### src/rtl/lexcls_pkg.sv
`timescale 1ns / 1ps

package lexcls_pkg;

  localparam int LEXEME_BUFFER_BYTES_DEF = 128;
  localparam int CP_W = 21;
  localparam int CFG_DATA_W = 8;
  localparam int TAB_W = 5;
  localparam int POS_W = 16;

  localparam logic [4:0] TAB_WIDTH_RST = 5'd4;
  localparam logic [7:0] MAX_LEXEME_RST = 8'd127;

  localparam logic [CP_W-1:0] CH_TAB        = 21'h09;
  localparam logic [CP_W-1:0] CH_LF         = 21'h0A;
  localparam logic [CP_W-1:0] CH_CR         = 21'h0D;
  localparam logic [CP_W-1:0] CH_SPACE      = 21'h20;
  localparam logic [CP_W-1:0] CH_QUOTE      = 21'h22;
  localparam logic [CP_W-1:0] CH_PERCENT    = 21'h25;
  localparam logic [CP_W-1:0] CH_DOT        = 21'h2E;
  localparam logic [CP_W-1:0] CH_SLASH      = 21'h2F;
  localparam logic [CP_W-1:0] CH_UNDERSCORE = 21'h5F;

  typedef enum logic [0:0] {
    REG_TAB_WIDTH  = 1'b0,
    REG_MAX_LEXEME = 1'b1
  } reg_index_t;

  typedef enum logic [2:0] {
    KIND_SPACE        = 3'd0,
    KIND_COMMENT      = 3'd1,
    KIND_IDENT        = 3'd2,
    KIND_NUMBER       = 3'd3,
    KIND_STRING       = 3'd4,
    KIND_DELIM        = 3'd5,
    KIND_INVALID      = 3'd6,
    KIND_UNTERMINATED = 3'd7
  } kind_t;

  typedef enum logic [7:0] {
    MODE_IDLE          = 8'b0000_0001,
    MODE_LINE_COMMENT  = 8'b0000_0010,
    MODE_BLOCK_OPEN    = 8'b0000_0100,
    MODE_BLOCK_BODY    = 8'b0000_1000,
    MODE_BLOCK_CLOSE   = 8'b0001_0000,
    MODE_IDENT         = 8'b0010_0000,
    MODE_NUMBER        = 8'b0100_0000,
    MODE_STRING        = 8'b1000_0000
  } mode_t;

  typedef struct packed {
    logic [CP_W-1:0] codepoint;
    logic [2:0]      byte_count;
    logic            last;
  } in_beat_t;

  typedef struct packed {
    logic [CP_W-1:0]  char_out;
    logic [2:0]       kind;
    logic             token_start;
    logic             token_end;
    logic             kept;
    logic [POS_W-1:0] line_no;
    logic [POS_W-1:0] column_no;
    logic             final_res;
  } out_beat_t;

  typedef struct packed {
    logic [2:0] kind;
    logic       token_start;
    logic       token_end;
    logic       lexeme;
  } scan_info_t;

  function automatic logic is_break(input logic [CP_W-1:0] c);
    return (c == CH_LF) || (c == CH_CR);
  endfunction

  function automatic logic is_space(input logic [CP_W-1:0] c);
    return (c == CH_SPACE) || (c == CH_TAB) || is_break(c);
  endfunction

  function automatic logic is_digit(input logic [CP_W-1:0] c);
    return (c >= 21'h30) && (c <= 21'h39);
  endfunction

  function automatic logic is_letter(input logic [CP_W-1:0] c);
    return ((c >= 21'h61) && (c <= 21'h7A)) || ((c >= 21'h41) && (c <= 21'h5A)) ||
           (c == 21'hC5) || (c == 21'hC4) || (c == 21'hD6) ||
           (c == 21'hE5) || (c == 21'hE4) || (c == 21'hF6);
  endfunction

  function automatic logic is_ident_tail(input logic [CP_W-1:0] c);
    return is_letter(c) || is_digit(c) || (c == CH_UNDERSCORE);
  endfunction

  function automatic logic is_delim(input logic [CP_W-1:0] c);
    return (c == 21'h3B) || (c == 21'h2C) || (c == 21'h3A) || (c == 21'h28) ||
           (c == 21'h29) || (c == 21'h3C) || (c == 21'h3E) || (c == CH_DOT) ||
           (c == 21'h2B) || (c == 21'h2D) || (c == 21'h2A) || (c == CH_SLASH);
  endfunction

endpackage

### src/rtl/lexcls_scan.sv
`timescale 1ns / 1ps

module lexcls_scan (
  input  logic                    clk,
  input  logic                    rst,
  input  logic                    step,
  input  logic                    clear,
  input  logic [lexcls_pkg::CP_W-1:0] c,
  input  logic                    has_next,
  input  logic [lexcls_pkg::CP_W-1:0] nx,
  output lexcls_pkg::scan_info_t  info
);
  import lexcls_pkg::*;

  mode_t mode;
  mode_t mode_next;
  logic  nx_tail;
  logic  nx_num;
  logic  nx_closes_string;

  assign nx_tail          = has_next && is_ident_tail(nx);
  assign nx_num           = has_next && (is_digit(nx) || (nx == CH_DOT));
  assign nx_closes_string = !has_next || is_break(nx);

  always_comb begin
    mode_next        = mode;
    info.kind        = KIND_INVALID;
    info.token_start = 1'b0;
    info.token_end   = 1'b0;
    info.lexeme      = 1'b0;
    unique case (mode)
      MODE_LINE_COMMENT: begin
        info.kind = KIND_COMMENT;
        if (is_break(c)) begin
          mode_next = MODE_IDLE;
        end
      end
      MODE_BLOCK_OPEN: begin
        info.kind = KIND_COMMENT;
        mode_next = MODE_BLOCK_BODY;
      end
      MODE_BLOCK_BODY: begin
        info.kind = KIND_COMMENT;
        if ((c == CH_PERCENT) && has_next && (nx == CH_SLASH)) begin
          mode_next = MODE_BLOCK_CLOSE;
        end
      end
      MODE_BLOCK_CLOSE: begin
        info.kind = KIND_COMMENT;
        mode_next = MODE_IDLE;
      end
      MODE_IDENT: begin
        info.kind   = KIND_IDENT;
        info.lexeme = 1'b1;
        if (!nx_tail) begin
          info.token_end = 1'b1;
          mode_next      = MODE_IDLE;
        end
      end
      MODE_NUMBER: begin
        info.kind   = KIND_NUMBER;
        info.lexeme = 1'b1;
        if (!nx_num) begin
          info.token_end = 1'b1;
          mode_next      = MODE_IDLE;
        end
      end
      MODE_STRING: begin
        info.kind   = KIND_STRING;
        info.lexeme = 1'b1;
        if (c == CH_QUOTE) begin
          info.token_end = 1'b1;
          mode_next      = MODE_IDLE;
        end else if (nx_closes_string) begin
          info.kind      = KIND_UNTERMINATED;
          info.token_end = 1'b1;
          mode_next      = MODE_IDLE;
        end
      end
      default: begin
        if (is_space(c)) begin
          info.kind = KIND_SPACE;
        end else if ((c == CH_SLASH) && has_next && (nx == CH_SLASH)) begin
          info.kind = KIND_COMMENT;
          mode_next = MODE_LINE_COMMENT;
        end else if ((c == CH_SLASH) && has_next && (nx == CH_PERCENT)) begin
          info.kind = KIND_COMMENT;
          mode_next = MODE_BLOCK_OPEN;
        end else if (is_letter(c)) begin
          info.kind        = KIND_IDENT;
          info.token_start = 1'b1;
          info.lexeme      = 1'b1;
          if (nx_tail) begin
            mode_next = MODE_IDENT;
          end else begin
            info.token_end = 1'b1;
          end
        end else if (c == CH_QUOTE) begin
          info.kind        = KIND_STRING;
          info.token_start = 1'b1;
          info.lexeme      = 1'b1;
          if (nx_closes_string) begin
            info.kind      = KIND_UNTERMINATED;
            info.token_end = 1'b1;
          end else begin
            mode_next = MODE_STRING;
          end
        end else if (is_digit(c)) begin
          info.kind        = KIND_NUMBER;
          info.token_start = 1'b1;
          info.lexeme      = 1'b1;
          if (nx_num) begin
            mode_next = MODE_NUMBER;
          end else begin
            info.token_end = 1'b1;
          end
        end else if (is_delim(c)) begin
          info.kind        = KIND_DELIM;
          info.token_start = 1'b1;
          info.token_end   = 1'b1;
          info.lexeme      = 1'b1;
        end else begin
          info.kind = KIND_INVALID;
        end
      end
    endcase
  end

  always_ff @(posedge clk) begin
    if (rst) begin
      mode <= MODE_IDLE;
    end else if (step) begin
      mode <= clear ? MODE_IDLE : mode_next;
    end
  end

endmodule

### src/rtl/lexcls_track.sv
`timescale 1ns / 1ps

module lexcls_track #(
  parameter int LexemeBufferBytes = lexcls_pkg::LEXEME_BUFFER_BYTES_DEF
) (
  input  logic                         clk,
  input  logic                         rst,
  input  logic                         step,
  input  logic                         clear,
  input  logic [lexcls_pkg::CP_W-1:0]  c,
  input  logic [2:0]                   bytes,
  input  lexcls_pkg::scan_info_t       info,
  input  logic [lexcls_pkg::TAB_W-1:0] tab_width,
  input  logic [7:0]                   max_lexeme_bytes,
  output logic                         kept,
  output logic [lexcls_pkg::POS_W-1:0] row,
  output logic [lexcls_pkg::POS_W-1:0] col
);
  import lexcls_pkg::*;

  localparam logic [7:0] BufLimit = 8'(LexemeBufferBytes - 1);

  logic [7:0]       fill;
  logic [7:0]       fill_next;
  logic [7:0]       lim;
  logic [7:0]       base;
  logic [8:0]       sum;
  logic [POS_W-1:0] col_step;
  logic [POS_W:0]   col_sum;
  logic [POS_W:0]   row_sum;
  logic [POS_W-1:0] row_next;
  logic [POS_W-1:0] col_next;

  assign lim       = (max_lexeme_bytes > BufLimit) ? BufLimit : max_lexeme_bytes;
  assign base      = info.token_start ? 8'd0 : fill;
  assign sum       = {1'b0, base} + {6'b0, bytes};
  assign kept      = info.lexeme && (sum <= {1'b0, lim});
  assign fill_next = !info.lexeme ? fill : (sum[8] ? 8'hFF : sum[7:0]);

  assign col_step = (c == CH_TAB) ? {{(POS_W-TAB_W){1'b0}}, tab_width} : POS_W'(1);
  assign col_sum  = {1'b0, col} + {1'b0, col_step};
  assign row_sum  = {1'b0, row} + (POS_W+1)'(1);

  always_comb begin
    if (is_break(c)) begin
      row_next = row_sum[POS_W] ? {POS_W{1'b1}} : row_sum[POS_W-1:0];
      col_next = POS_W'(1);
    end else begin
      row_next = row;
      col_next = col_sum[POS_W] ? {POS_W{1'b1}} : col_sum[POS_W-1:0];
    end
  end

  always_ff @(posedge clk) begin
    if (rst || (step && clear)) begin
      row  <= POS_W'(1);
      col  <= POS_W'(1);
      fill <= 8'd0;
    end else if (step) begin
      row  <= row_next;
      col  <= col_next;
      fill <= fill_next;
    end
  end

endmodule

### src/rtl/source_lexer_char_classifier_unit.sv
`timescale 1ns / 1ps

// Classifies a source text one code point per clock. Each character is held
// as lookahead, and its result is loaded into the output register in the
// cycle its successor is accepted; a character marked last gets its result
// at the first edge after it is accepted at which the output register is
// free, so a stream of N characters gives N result beats, and a new stream
// may start in the cycle the last result is loaded. Input is taken every
// cycle unless a character is held and the output register is full and not
// being taken. After the last result the mode, row, column and lexeme fill
// return to their reset values; tab width and lexeme limit stay as written.
module source_lexer_char_classifier_unit #(
  parameter int LEXEME_BUFFER_BYTES = lexcls_pkg::LEXEME_BUFFER_BYTES_DEF
) (
  input  logic                              clk,
  input  logic                              rst,
  input  logic                              in_valid,
  output logic                              in_ready,
  input  lexcls_pkg::in_beat_t              in_data,
  output logic                              out_valid,
  input  logic                              out_ready,
  output lexcls_pkg::out_beat_t             out_data,
  input  logic                              cfg_write,
  input  logic [0:0]                        cfg_index,
  input  logic [lexcls_pkg::CFG_DATA_W-1:0] cfg_data
);
  import lexcls_pkg::*;

  logic [CP_W-1:0]  held_char;
  logic [2:0]       held_bytes;
  logic             held_last;
  logic             held_valid;
  logic [TAB_W-1:0] tab_width;
  logic [7:0]       max_lexeme_bytes;

  logic             in_fire;
  logic             out_can_load;
  logic             step;
  scan_info_t       info;
  logic             kept;
  logic [POS_W-1:0] row;
  logic [POS_W-1:0] col;

  assign out_can_load = !out_valid || out_ready;
  assign in_ready     = !held_valid || out_can_load;
  assign in_fire      = in_valid && in_ready;
  assign step         = held_valid && out_can_load && (held_last || in_fire);

  always_ff @(posedge clk) begin
    if (rst) begin
      tab_width        <= TAB_WIDTH_RST;
      max_lexeme_bytes <= MAX_LEXEME_RST;
    end else if (cfg_write) begin
      unique case (reg_index_t'(cfg_index))
        REG_TAB_WIDTH:  tab_width        <= cfg_data[TAB_W-1:0];
        REG_MAX_LEXEME: max_lexeme_bytes <= cfg_data[7:0];
        default:        ;
      endcase
    end
  end

  always_ff @(posedge clk) begin
    if (rst) begin
      held_valid <= 1'b0;
    end else if (in_fire) begin
      held_valid <= 1'b1;
    end else if (step) begin
      held_valid <= 1'b0;
    end
  end

  always_ff @(posedge clk) begin
    if (in_fire) begin
      held_char  <= in_data.codepoint;
      held_bytes <= in_data.byte_count;
      held_last  <= in_data.last;
    end
  end

  lexcls_scan u_scan (
    .clk      (clk),
    .rst      (rst),
    .step     (step),
    .clear    (held_last),
    .c        (held_char),
    .has_next (!held_last),
    .nx       (in_data.codepoint),
    .info     (info)
  );

  lexcls_track #(
    .LexemeBufferBytes (LEXEME_BUFFER_BYTES)
  ) u_track (
    .clk              (clk),
    .rst              (rst),
    .step             (step),
    .clear            (held_last),
    .c                (held_char),
    .bytes            (held_bytes),
    .info             (info),
    .tab_width        (tab_width),
    .max_lexeme_bytes (max_lexeme_bytes),
    .kept             (kept),
    .row              (row),
    .col              (col)
  );

  always_ff @(posedge clk) begin
    if (rst) begin
      out_valid <= 1'b0;
    end else if (step) begin
      out_valid <= 1'b1;
    end else if (out_ready) begin
      out_valid <= 1'b0;
    end
  end

  always_ff @(posedge clk) begin
    if (step) begin
      out_data.char_out    <= held_char;
      out_data.kind        <= info.kind;
      out_data.token_start <= info.token_start;
      out_data.token_end   <= info.token_end;
      out_data.kept        <= kept;
      out_data.line_no     <= row;
      out_data.column_no   <= col;
      out_data.final_res   <= held_last;
    end
  end

  a_no_overwrite: assert property (@(posedge clk) disable iff (rst)
    (out_valid && !out_ready) |-> !step)
    else $error("result loaded over a stalled beat");

  a_lookahead_release: assert property (@(posedge clk) disable iff (rst)
    (in_fire && held_valid) |-> step)
    else $error("held character not released on new beat");

  a_start_is_lexeme: assert property (@(posedge clk) disable iff (rst)
    (out_valid && out_data.token_start) |->
      (out_data.kind == KIND_IDENT || out_data.kind == KIND_NUMBER ||
       out_data.kind == KIND_STRING || out_data.kind == KIND_DELIM ||
       out_data.kind == KIND_UNTERMINATED))
    else $error("token start on a non-lexeme kind");

  a_final_clears: assert property (@(posedge clk) disable iff (rst)
    (step && held_last) |=> (out_valid && out_data.final_res))
    else $error("last character did not produce a final beat");

endmodule
### config.mk
export PLATFORM = sky130hd
export DESIGN_NAME = source_lexer_char_classifier_unit
export DESIGN_NICKNAME = d
export VERILOG_FILES = /design/src/rtl/lexcls_pkg.sv /design/src/rtl/lexcls_scan.sv /design/src/rtl/lexcls_track.sv /design/src/rtl/source_lexer_char_classifier_unit.sv
export SDC_FILE = /design/constraint.sdc
export NUM_CORES = 1
export LEC_CHECK = 0
export BUFFER_PORTS_ARGS = -buffer_cell sky130_fd_sc_hd__buf_2
export CORE_MARGIN = 5
export CORE_UTILIZATION = 60
export CTS_CLUSTER_DIAMETER = 80
export CTS_CLUSTER_SIZE = 8
export DETAILED_ROUTE_END_ITERATION = 12
export HOLD_SLACK_MARGIN = 0.12
export PLACE_DENSITY_LB_ADDON = 0.25
export SYNTH_ARGS = -nofsm -noshare
export SYNTH_HDL_FRONTEND = slang
export SYNTH_SLANG_ARGS = --single-unit
### constraint.sdc
create_clock -name clk -period 16 [get_ports clk]
set_input_delay 0 -clock clk [delete_from_list [all_inputs] [get_ports clk]]
set_output_delay 0 -clock clk [all_outputs]
set_load 0.1 [all_outputs]
==> metrics.txt, run 1 <==
status=completed; DRT Pass-1 Iters=5; Die W=117 um; post-synthesis sequential area ratio=0.552; Psw=247 uW; H-Tree Depth=4; Synth Instances=656; Synth Area in Simple Gates=0.215; WP buf/inv=0; Power per Cell Area=110 mW/mm^2; Final Hold Viols=0; DP HPWL=10.6 mm; # nets final=860; number of global-route vias before repair=5,598; post-synthesis mux area share=0.0147; row count=39; clock share of power=0.443; Routed WL=17.0 mm; peak supply drop=0.110 mV; CTS tree=built; Netlist cell types=66; flops & latches, synth=148; Ys Warns=0; Final Cell Area=0.00865 sq mm; P_leak=3.34 nW; grt ovf=0; Die ar.=0.0137 sq mm; final period utilization=0.352; initial antenna violation count=0; DR vias/cell=6.12; final setup fails=0; Internal Power=706 uW; routed len/inst=17.7 um; Worst-Skew Late Latency=0.44 ns; Multi-input gate area=0.00294 sq mm; # port buffers=100; largest net degree at the start of global routing=81; Syn Nets=714; vias=5,861; clk_skew=0.0167 ns; io pins=101; Sw Share=0.259; largest family of logic cells by synthesized area=simple AND/OR/NAND/NOR gates; critical path arrival=5.98 ns; WL met1=6.77 mm; Post-route DRC=0; met3 wire length=1.31 mm; post-synthesis compound-gate area fraction=0.132; initial DRC count=668; Core Area=0.0114 sq mm; Slowest cell on crit path=a2111oi_0; routability cong.=0.913; Pins Over Slew Limit=0; FF+latch area=0.00381 sq mm; Max-Cap Viols=0; Layout area overhead=25.3%; crit path capture type=flop; Post-synth EDFFs=85; fillcell total=710; post_cts resized=0; Final ANT Viol Nets=0; Placed Area=0.00750 sq mm; chip height=117 um; Tot GR Track Use=0.257; cell family with the largest share of critical-path delay=simple AND/OR/NAND/NOR gates; Synth Area in XOR/XNOR=0.0266; Top FF cell, synth=edfxtp_1; setup TNS=0 ns; share of cells above drive strength 1=0.183; mean post-synth cell area=10.5 sq um; worst path required time=16.34 ns; fmax=177 MHz; Root Buffer=clkbuf_16; ANT cells=0; crit path kind=reg -> reg; Initial Util=0.607; clk buf depth=2; startpoint class of the critical path=flop; Worst-path clk slew=0.06 ns; DR WL met2=8.38 mm; Sink Count=148; area share of fa/ha/maj cells after synthesis=0.0366; post-synthesis async set-or-reset flop share=0; combinational share of power=0.110; Post-Syn Area=0.00690 sq mm; Top Layer Used=met4; Worst slew margin=0.180; Least-Margin Pin Slew=1.23 ns; chain of cells forming the critical path=or4b_2 -> or3_1 -> nor3_1 -> nand2_1 -> fa_1 -> nor2b_1 -> o21a_1 -> o21ai_0 -> a2111oi_0 -> nand4_1 -> a21oi_1 -> nor2_1 -> a311oi_1; Final min period=5.64 ns; slowest cell delay on critical path=1.00 ns; postcts setup bufs=0; global-route wire length before repair=27.3 mm; Min-Delay Path Class=in -> reg; worst-path fanout max=15; Reg power frac=0.447; Hold-fix buffers, CTS=52; unrepaired setup endpoints after global routing=no; cts bufs inserted=17
[placed cells by master (no fill, tap or decap), types with 10 or more instances in the layout]
cell type,count
nand4_1,10
nor3_1,24
xor2_1,12
dlygate4sd3_1,52
inv_1,11
a31oi_1,13
or3_1,10
and3_1,17
dfxtp_1,63
buf_2,100
ha_1,17
nand2_1,51
a21oi_1,46
edfxtp_1,85
nand3_1,23
nor2_1,58
nor2b_1,12
o21ai_0,25
clkbuf_16,17
nor4_1,10
[cells in the mapped netlist (all sizes together) (7+ instances only)]
cell type | number | area share
edfxtp | 85 | 0.37
dfxtp | 63 | 0.18
nor2 | 58 | 0.032
nand2 | 51 | 0.028
a21oi | 46 | 0.033
clkbuf | 25 | 0.014
o21ai | 25 | 0.018
nor3 | 24 | 0.017
nand3 | 23 | 0.017
and3 | 17 | 0.015
ha | 17 | 0.031
a31oi | 13 | 0.012
inv | 12 | 0.0065
nor2b | 12 | 0.011
xor2 | 12 | 0.015
nand4 | 10 | 0.0091
nor4 | 10 | 0.0091
or3 | 10 | 0.0091
a211o | 9 | 0.011
mux2i | 9 | 0.013
nand2b | 9 | 0.0082
or4 | 9 | 0.010
xnor2 | 9 | 0.011
o21a | 7 | 0.0076
[layer usage]
metal  vias to the layer above  GRT usage
met1                      2746      0.323
met2                       288      0.416
met3                        48     0.0684
met5                         -          0
li1                       2779          -
met4                         0      0.115
[power by group through the flow]
stage / combinational [mW] / sequential [mW] / clock, mW
floorplan: 0.0303 / 0.475 / 0
global placement: 0.0916 / 0.433 / 0
detailed placement: 0.0934 / 0.434 / 0
CTS: 0.103 / 0.426 / 0.424
global route: 0.111 / 0.427 / 0.445
finish: 0.105 / 0.426 / 0.422
[final cells by class]
class / count / area share
clock buffer: 17 / 0.0492
clock inverter: 15 / 0.0236
inverter: 12 / 0.00521
multi-input combinational: 468 / 0.340
sequential: 148 / 0.441
tap: 143 / 0.0207
timing repair buffer: 155 / 0.121
[registers in the layout, summed over array words and instances (netlist names)]
register / flops
held_last: 1
held_bytes: 3
max_lexeme_bytes: 8
tab_width: 5
u_track.fill: 8
u_track.row: 16
held_char: 21
u_track.col: 16
out_data: 60
out_valid: 1
u_scan.mode: 8
held_valid: 1
[cells by family (layout without fill, tap and decap cells)]
logic type | after synthesis | count (layout)
other | 1 | 1
AND/OR/NAND/NOR | 275 | 275
multiplexers | 10 | 10
XOR/XNOR | 21 | 21
flip-flops | 148 | 148
AO/OA/AOI/OAI | 142 | 142
buffers and inverters | 40 | 199
adder cells (fa/ha/maj) | 19 | 19
[stage by stage]
stage | hold slack [ns] | setup WS [ns] | power (mW) | instances | util
CTS | 0.265 | 10.48 | 0.953 | 958 | 0.761
floorplan | 0.0989 | 10.95 | 0.505 | 656 | -
global route | 0.280 | 9.87 | 0.983 | 958 | 0.761
global placement | 0.177 | 10.71 | 0.525 | 874 | 0.659
detailed placement | 0.178 | 10.53 | 0.527 | 874 | 0.659
finish | 0.275 | 10.36 | 0.953 | 958 | 0.761
[path summary, 6_finish.rpt]
check / startpoint / end / slack, ns / cells after the start
max reg2reg: held_char[4] / u_track.col[9] / 10.36 / 13
max: held_char[4] / u_track.col[9] / 10.36 / 13
min reg2reg: held_char[15] / out_data[54] / 0.45 / 0
min: in_data[2] / held_bytes[1] / 0.27 / 2
(Power assumes the default switching activity.)
==> inputs of run 2 (changes only) <==
Settings changed: CORE_UTILIZATION 60 to 52.
Clock period 16 ns to 4.91 ns, I/O delays scaled along.
==> run 2 against run 1 <==
  * Wire length is 0.35% lower
  * Via count is 0.43% lower
  * Non-clock buffer count is 19 higher
  * Die area is 14% higher
  * Fmax is 18% higher
  * Sequential power grew to 3.2 times the previous value
  * Largest power group unchanged
==> metrics.txt, run 2 (synthesis results as in run 1) <==
status=completed; ANT cells=0 (unchanged); row count=42 (+7.7%); Die W=125 um (+6.8%); hold path start=in_data[3]; DP HPWL=11.0 mm (+3.8%); GR Util met1=0.273 (-0.0505); slowest cell delay on critical path=0.59 ns (-0.41 ns); clk_skew=0.00856 ns (-0.00812 ns); final setup fails=0 (unchanged); Worst slew margin=0.342 (+0.163); Min-Delay Path Class=in -> reg; crit path kind=reg -> reg; CTS tree=built; crit path capture type=flop; Least-Margin Pin Slew=0.978 ns (-0.253 ns); hold slack=0.285 ns (+0.0101 ns); fmax=209 MHz (+18%); Worst-Skew Late Latency=0.43 ns (about the same); Biggest register=out_data; Post-route DRC=0 (unchanged); largest net degree at the start of global routing=81 (unchanged); Multi-input gate area=0.00300 sq mm (+2.2%); global-route wire length before repair=27.9 mm (+2.0%); cts bufs inserted=17 (unchanged); r2r worst-path depth=17 (+4); combinational share of power=0.115 (+0.005); Psw=779 uW (+220%); Core Area=0.0131 sq mm (+16%); most frequent cells in the layout=buf_2, edfxtp_1, dfxtp_1; # port buffers=100 (unchanged); critical path arrival=5.09 ns (-0.89 ns); Slowest cell on crit path=or4b_4; grt ovf=0 (unchanged); number of instances in the placed design=928 (+6.2%); FF-to-FF setup slack=0.12 ns (-10.24 ns); Layout area overhead=28.7%; Final Hold Viols=0 (unchanged); final worst slack=0.122 ns (-10.24 ns); reg2reg start=held_char[8]; M3 GR Usage=0.0516 (-0.0168); number of global-route vias before repair=5,603 (+0.089%); startpoint class of the critical path=flop; DR vias/cell=5.78 (-5.6%); # nets final=879 (+2.2%); R2R Path End=out_data[33]; share of cells above drive strength 1=0.222 (+0.0390); clock share of power=0.439 (-0.004); Reg power frac=0.446 (about the same); Final ANT Viol Nets=0 (unchanged); peak supply drop=0.269 mV (+140%); chip height=125 um (+6.8%); GR Util met2=0.369 (-0.0474); Power per Cell Area=348 mW/mm^2 (+220%); Most common cell on crit path=o21a_1; P_leak=3.44 nW (+2.9%); DRT Pass-1 Iters=5 (unchanged); clk buf depth=2 (unchanged); fillcell total=994 (+40%); pre-CTS setup slack=-0.0123 ns (-10.54 ns); vias=5,836 (-0.43%); GRT Max-Usage Layer=met2; H-Tree Depth=4 (unchanged); Final min period=4.79 ns (-0.850 ns); commonest non-fill, non-tap cell in the layout=buf_2; Internal Power=2.31 mW (+230%); Worst-path clk slew=0.06 ns (about the same); Sink Count=148 (unchanged); final cell count without fillers=1,010 (+5.4%); final period utilization=0.975 (+0.623); routed len/inst=16.7 um (-5.5%); io pins=101 (unchanged); routability cong.=0.948 (+3.9%); Tot GR Track Use=0.219 (-0.0373); FF+latch area=0.00381 sq mm (unchanged); hold path endpoint=held_bytes[2]; Pins Over Slew Limit=0 (unchanged); Routed WL=16.9 mm (-0.35%); Max-Cap Viols=0 (unchanged); Initial Util=0.525 (-0.0817); worst-path fanout max=4 (-11); Root Buffer=clkbuf_16; chain of cells forming the critical path=or4b_4 -> or4_4 -> or2_1 -> or4_4 -> o211a_4 -> nor2b_1 -> ha_2 -> fa_2 -> ha_4 -> nor2b_1 -> o21a_1 -> o21a_1 -> o21a_1 -> o21ai_1 -> nand2b_1 -> a211oi_2 -> o22a_1; Top Registers=out_data (60), held_char (21); Sw Share=0.252 (-0.00716); Die ar.=0.0157 sq mm (+14%); initial DRC count=530 (-21%); number of flip-flops under the largest register name=60 (unchanged); initial antenna violation count=0 (unchanged); worst path required time=5.21 ns (-11.13 ns); Min-Delay Path Depth=2 (unchanged)
-- run 2: changes by cell type in the layout (fill, tap and decap cells not counted), moves of 3 or more --
cell           change
ha_1               -3
nor2b_2            +3
dlygate4sd3_1      -3
nor2b_1            -3
buf_4             +22
-- run 2: worst max-delay path by stage --
| stage | start | endpoint | slack, ns | depth (start not counted) |
|---|---|---|---|---|
| after floorplan | held_char[6] | out_data[33] | 0.01 | 19 |
| after global placement | held_char[6] | out_data[33] | 0.13 | 17 |
| after detailed placement | held_char[6] | out_data[33] | -0.01 | 16 |
| after CTS | held_char[6] | out_data[33] | 0.02 | 17 |
| after global routing | held_char[8] | out_data[33] | -0.03 | 17 |
| final | held_char[8] | out_data[33] | 0.12 | 17 |
-- run 2: stage by stage --
step | util | power [mW] | setup TNS, ns | cell area, sq um
final | 0.676 | 3.09 | 0 | 8880
after floorplan | - | 1.65 | 0 | 6930
after global routing | 0.676 | 3.19 | -0.0260 | 8880
after CTS | 0.672 | 3.10 | 0 | 8830
after global placement | 0.587 | 1.72 | 0 | 7710
after detailed placement | 0.587 | 1.72 | -0.0123 | 7710
-- run 2: critical path: cells and delay by family (launching register included) --
kind	cells	cell delay [ns]
flip-flops	1	0.39
adder cells (fa/ha/maj)	3	0.91
AO/OA/AOI/OAI	7	1.13
AND/OR/NAND/NOR	7	2.21
-- run 2: what timing repair did --
item / 4_1_cts / 5_1_grt
endpoints found under the setup margin: 1 / 5
cloned: 0 / 0
gates resized for setup: 1 / 13
buffers inserted: 0 / 1
hold buffers: 49 / 0
pin swaps: 0 / 6
endpoints found under the hold margin: 49 / 0
-- run 2: layout make-up --
class	instances	share of cell area
sequential	148	0.429
multi-input combinational	468	0.338
clock inverter	13	0.0203
timing repair buffer	174	0.133
tap	176	0.0248
clock buffer	19	0.0499
inverter	12	0.00507
-- run 2: power by group through the flow --
stage          sequential [mW]  clock, mW  combinational [mW]
2_1_floorplan             1.55          0              0.0988
3_3_place_gp              1.40          0               0.315
3_5_place_dp              1.41          0               0.318
4_1_cts                   1.38       1.37               0.349
5_1_grt                   1.38       1.43               0.375
6_report                  1.38       1.36               0.355
-- run 2: metal layers --
| layer | share of wire | vias up |
|---|---|---|
| li1 | - | 2802 |
| met1 | 0.42 | 2760 |
| met2 | 0.50 | 228 |
| met3 | 0.059 | 46 |
| met4 | 0.027 | 0 |
| met5 | 0 | - |
==> inputs of run 3 (changes only) <==
Settings changed: CAP_MARGIN set to 0, CORE_UTILIZATION 52 to 57.
Clock period 4.91 ns to 4.5 ns, I/O delays scaled along.
==> run 3 against run 2 <==
  * The run now ends with negative setup slack left
  * Sequential power grew 9%
  * Sequential share of layout area shrank 0.78 points
  * Design area grew 1.9%
  * Utilization grew 8.0 points
  * Clock skew is essentially flat
  * Critical endpoint unchanged
  * Largest cell class unchanged
==> metrics.txt, run 3 (synthesis results as in run 1) <==
Psw=889 uW (+14%); share of cells above drive strength 1=0.240 (+0.0185); Initial Util=0.577 (+0.0517); Least-Margin Pin Slew=0.966 ns (-0.0115 ns); # port buffers=100 (unchanged); number of flip-flops under the largest register name=60 (unchanged); clock share of power=0.454 (+0.015); ANT cells=0 (unchanged); Tot GR Track Use=0.248 (+0.0289); DP HPWL=11.1 mm (+0.87%); status=finished with violations; cts bufs inserted=17 (unchanged); Worst slew margin=0.356 (+0.0137); Final Cell Area=0.00905 sq mm (+1.9%); Worst-Skew Late Latency=0.43 ns (about the same); Core Area=0.0120 sq mm (-9.0%); Placed Area=0.00777 sq mm (+0.81%); peak supply drop=0.265 mV (-1.5%); chain of cells forming the critical path=or4bb_1 -> or4_4 -> or2_1 -> or4_4 -> o211a_4 -> nor2b_1 -> ha_1 -> a21o_1 -> a21oi_1 -> buf_4 -> xnor2_1 -> ha_1 -> o21a_1 -> o21a_1 -> o21ai_1 -> nand2b_1 -> a211oi_2 -> o22a_1; critical path arrival=5.03 ns (-0.06 ns); Biggest register=out_data; Root Buffer=clkbuf_16; Worst-path clk slew=0.06 ns (about the same); Layout area overhead=31.1%; commonest non-fill, non-tap cell in the layout=buf_2; Die ar.=0.0144 sq mm (-8.1%); Min-Delay Path Class=in -> reg; P_leak=3.56 nW (+3.5%); Sink Count=148 (unchanged); # nets final=898 (+2.2%); Internal Power=2.60 mW (+12%); io pins=101 (unchanged); final worst slack=-0.242 ns (-0.365 ns); Sw Share=0.255 (+0.00323); Final min period=4.74 ns (-0.0453 ns); final period utilization=1.05 (+0.0788); hold slack=0.280 ns (-0.00521 ns); setup TNS=-0.242 ns (-0.242 ns); number of instances in the placed design=912 (-1.7%); largest net degree at the start of global routing=81 (unchanged); row count=40 (-4.8%); crit path kind=reg -> reg; H-Tree Depth=4 (unchanged); Reg power frac=0.431 (-0.015); most frequent cells in the layout=buf_2, edfxtp_1, dfxtp_1; slowest cell delay on critical path=0.55 ns (-0.04 ns); final total power=3.49 mW (+13%); initial DRC count=601 (+13%); Pins Over Slew Limit=0 (unchanged); worst-path fanout max=5 (+1); number of global-route vias before repair=5,870 (+4.8%); Final ANT Viol Nets=0 (unchanged); clk buf depth=2 (unchanged); routability cong.=0.904 (-4.6%); DRT Pass-1 Iters=5 (unchanged); grt ovf=0 (unchanged); combinational share of power=0.114 (about the same); failing checks=negative setup slack; vias=6,030 (+3.3%); Slowest cell on crit path=or4_4; worst path required time=4.79 ns (-0.42 ns); Max-Cap Viols=0 (unchanged); DR vias/cell=6.03 (+4.4%); unrepaired setup endpoints after global routing=yes; Power per Cell Area=385 mW/mm^2 (+11%); final cell count without fillers=1,000 (-0.99%); Final Hold Viols=0 (unchanged); final cell utilization of the core=0.756 (+0.0803); Post-route DRC=0 (unchanged); Top Registers=out_data (60), held_char (21); Routed WL=17.7 mm (+4.5%); final setup fails=1 (+1); startpoint class of the critical path=flop; initial antenna violation count=0 (unchanged); CTS tree=built; clk_skew=0.00854 ns (-0.0000161 ns); crit path capture type=flop; global-route wire length before repair=28.6 mm (+2.5%); pre-CTS setup slack=-0.266 ns (-0.254 ns); fmax=211 MHz (+0.96%); chip height=120 um (-4.1%); Die W=120 um (-4.1%); routed len/inst=17.7 um (+5.5%)
==> run 3: repair_timing <==
item	in CTS	in global routing
buffers inserted	1	5
endpoints found under the hold margin	49	0
pin swaps	4	9
hold buffers	50	0
setup endpoints to repair	2	19
resized for setup	3	15
==> run 3: cell type report <==
cell class | count | area [sq um]
flip-flops and latches | 148 | 3810
well taps | 147 | 184
clock inverters | 14 | 224
fillers | 734 | 2910
inverters | 12 | 45.0
multi-input cells | 468 | 3010
clock buffers | 18 | 439
repair buffers | 193 | 1330
==> run 3: power groups by stage <==
stage / sequential [mW] / clock, mW / combinational (mW)
2_1_floorplan: 1.69 / 0 / 0.108
3_3_place_gp: 1.53 / 0 / 0.346
3_5_place_dp: 1.53 / 0 / 0.353
4_1_cts: 1.50 / 1.59 / 0.388
5_1_grt: 1.51 / 1.66 / 0.419
6_report: 1.50 / 1.58 / 0.398
==> run 3: per-layer routing <==
metal	up-vias	routed length, um	share of wire	track usage
met1	2880	7130	0.40	0.305
li1	2846	-	-	-
met3	55	1140	0.065	0.0641
met4	0	567	0.032	0.105
met2	249	8830	0.50	0.416
met5	-	0	0	0
==> run 3: worst paths after layout <==
check	slack (ns)	start	depth (start not counted)	end
setup / recovery	-0.24	held_char[4]	18	out_data[33]
hold / removal	0.28	in_data[1]	2	held_bytes[0]
setup reg to reg	-0.24	held_char[4]	18	out_data[33]
hold reg to reg	0.45	held_char[20]	0	out_data[59]
==> run 3: worst max-delay path: cells and delay by family (launching register included) <==
family                     cells  cell delay, ns
AOI/OAI and AO/OA              8            1.31
buffers and inverters          1            0.15
adders and majority gates      2            0.56
xor gates and xnor gates       1            0.14
and+or+nand+nor                6            2.04
DFF                            1            0.40
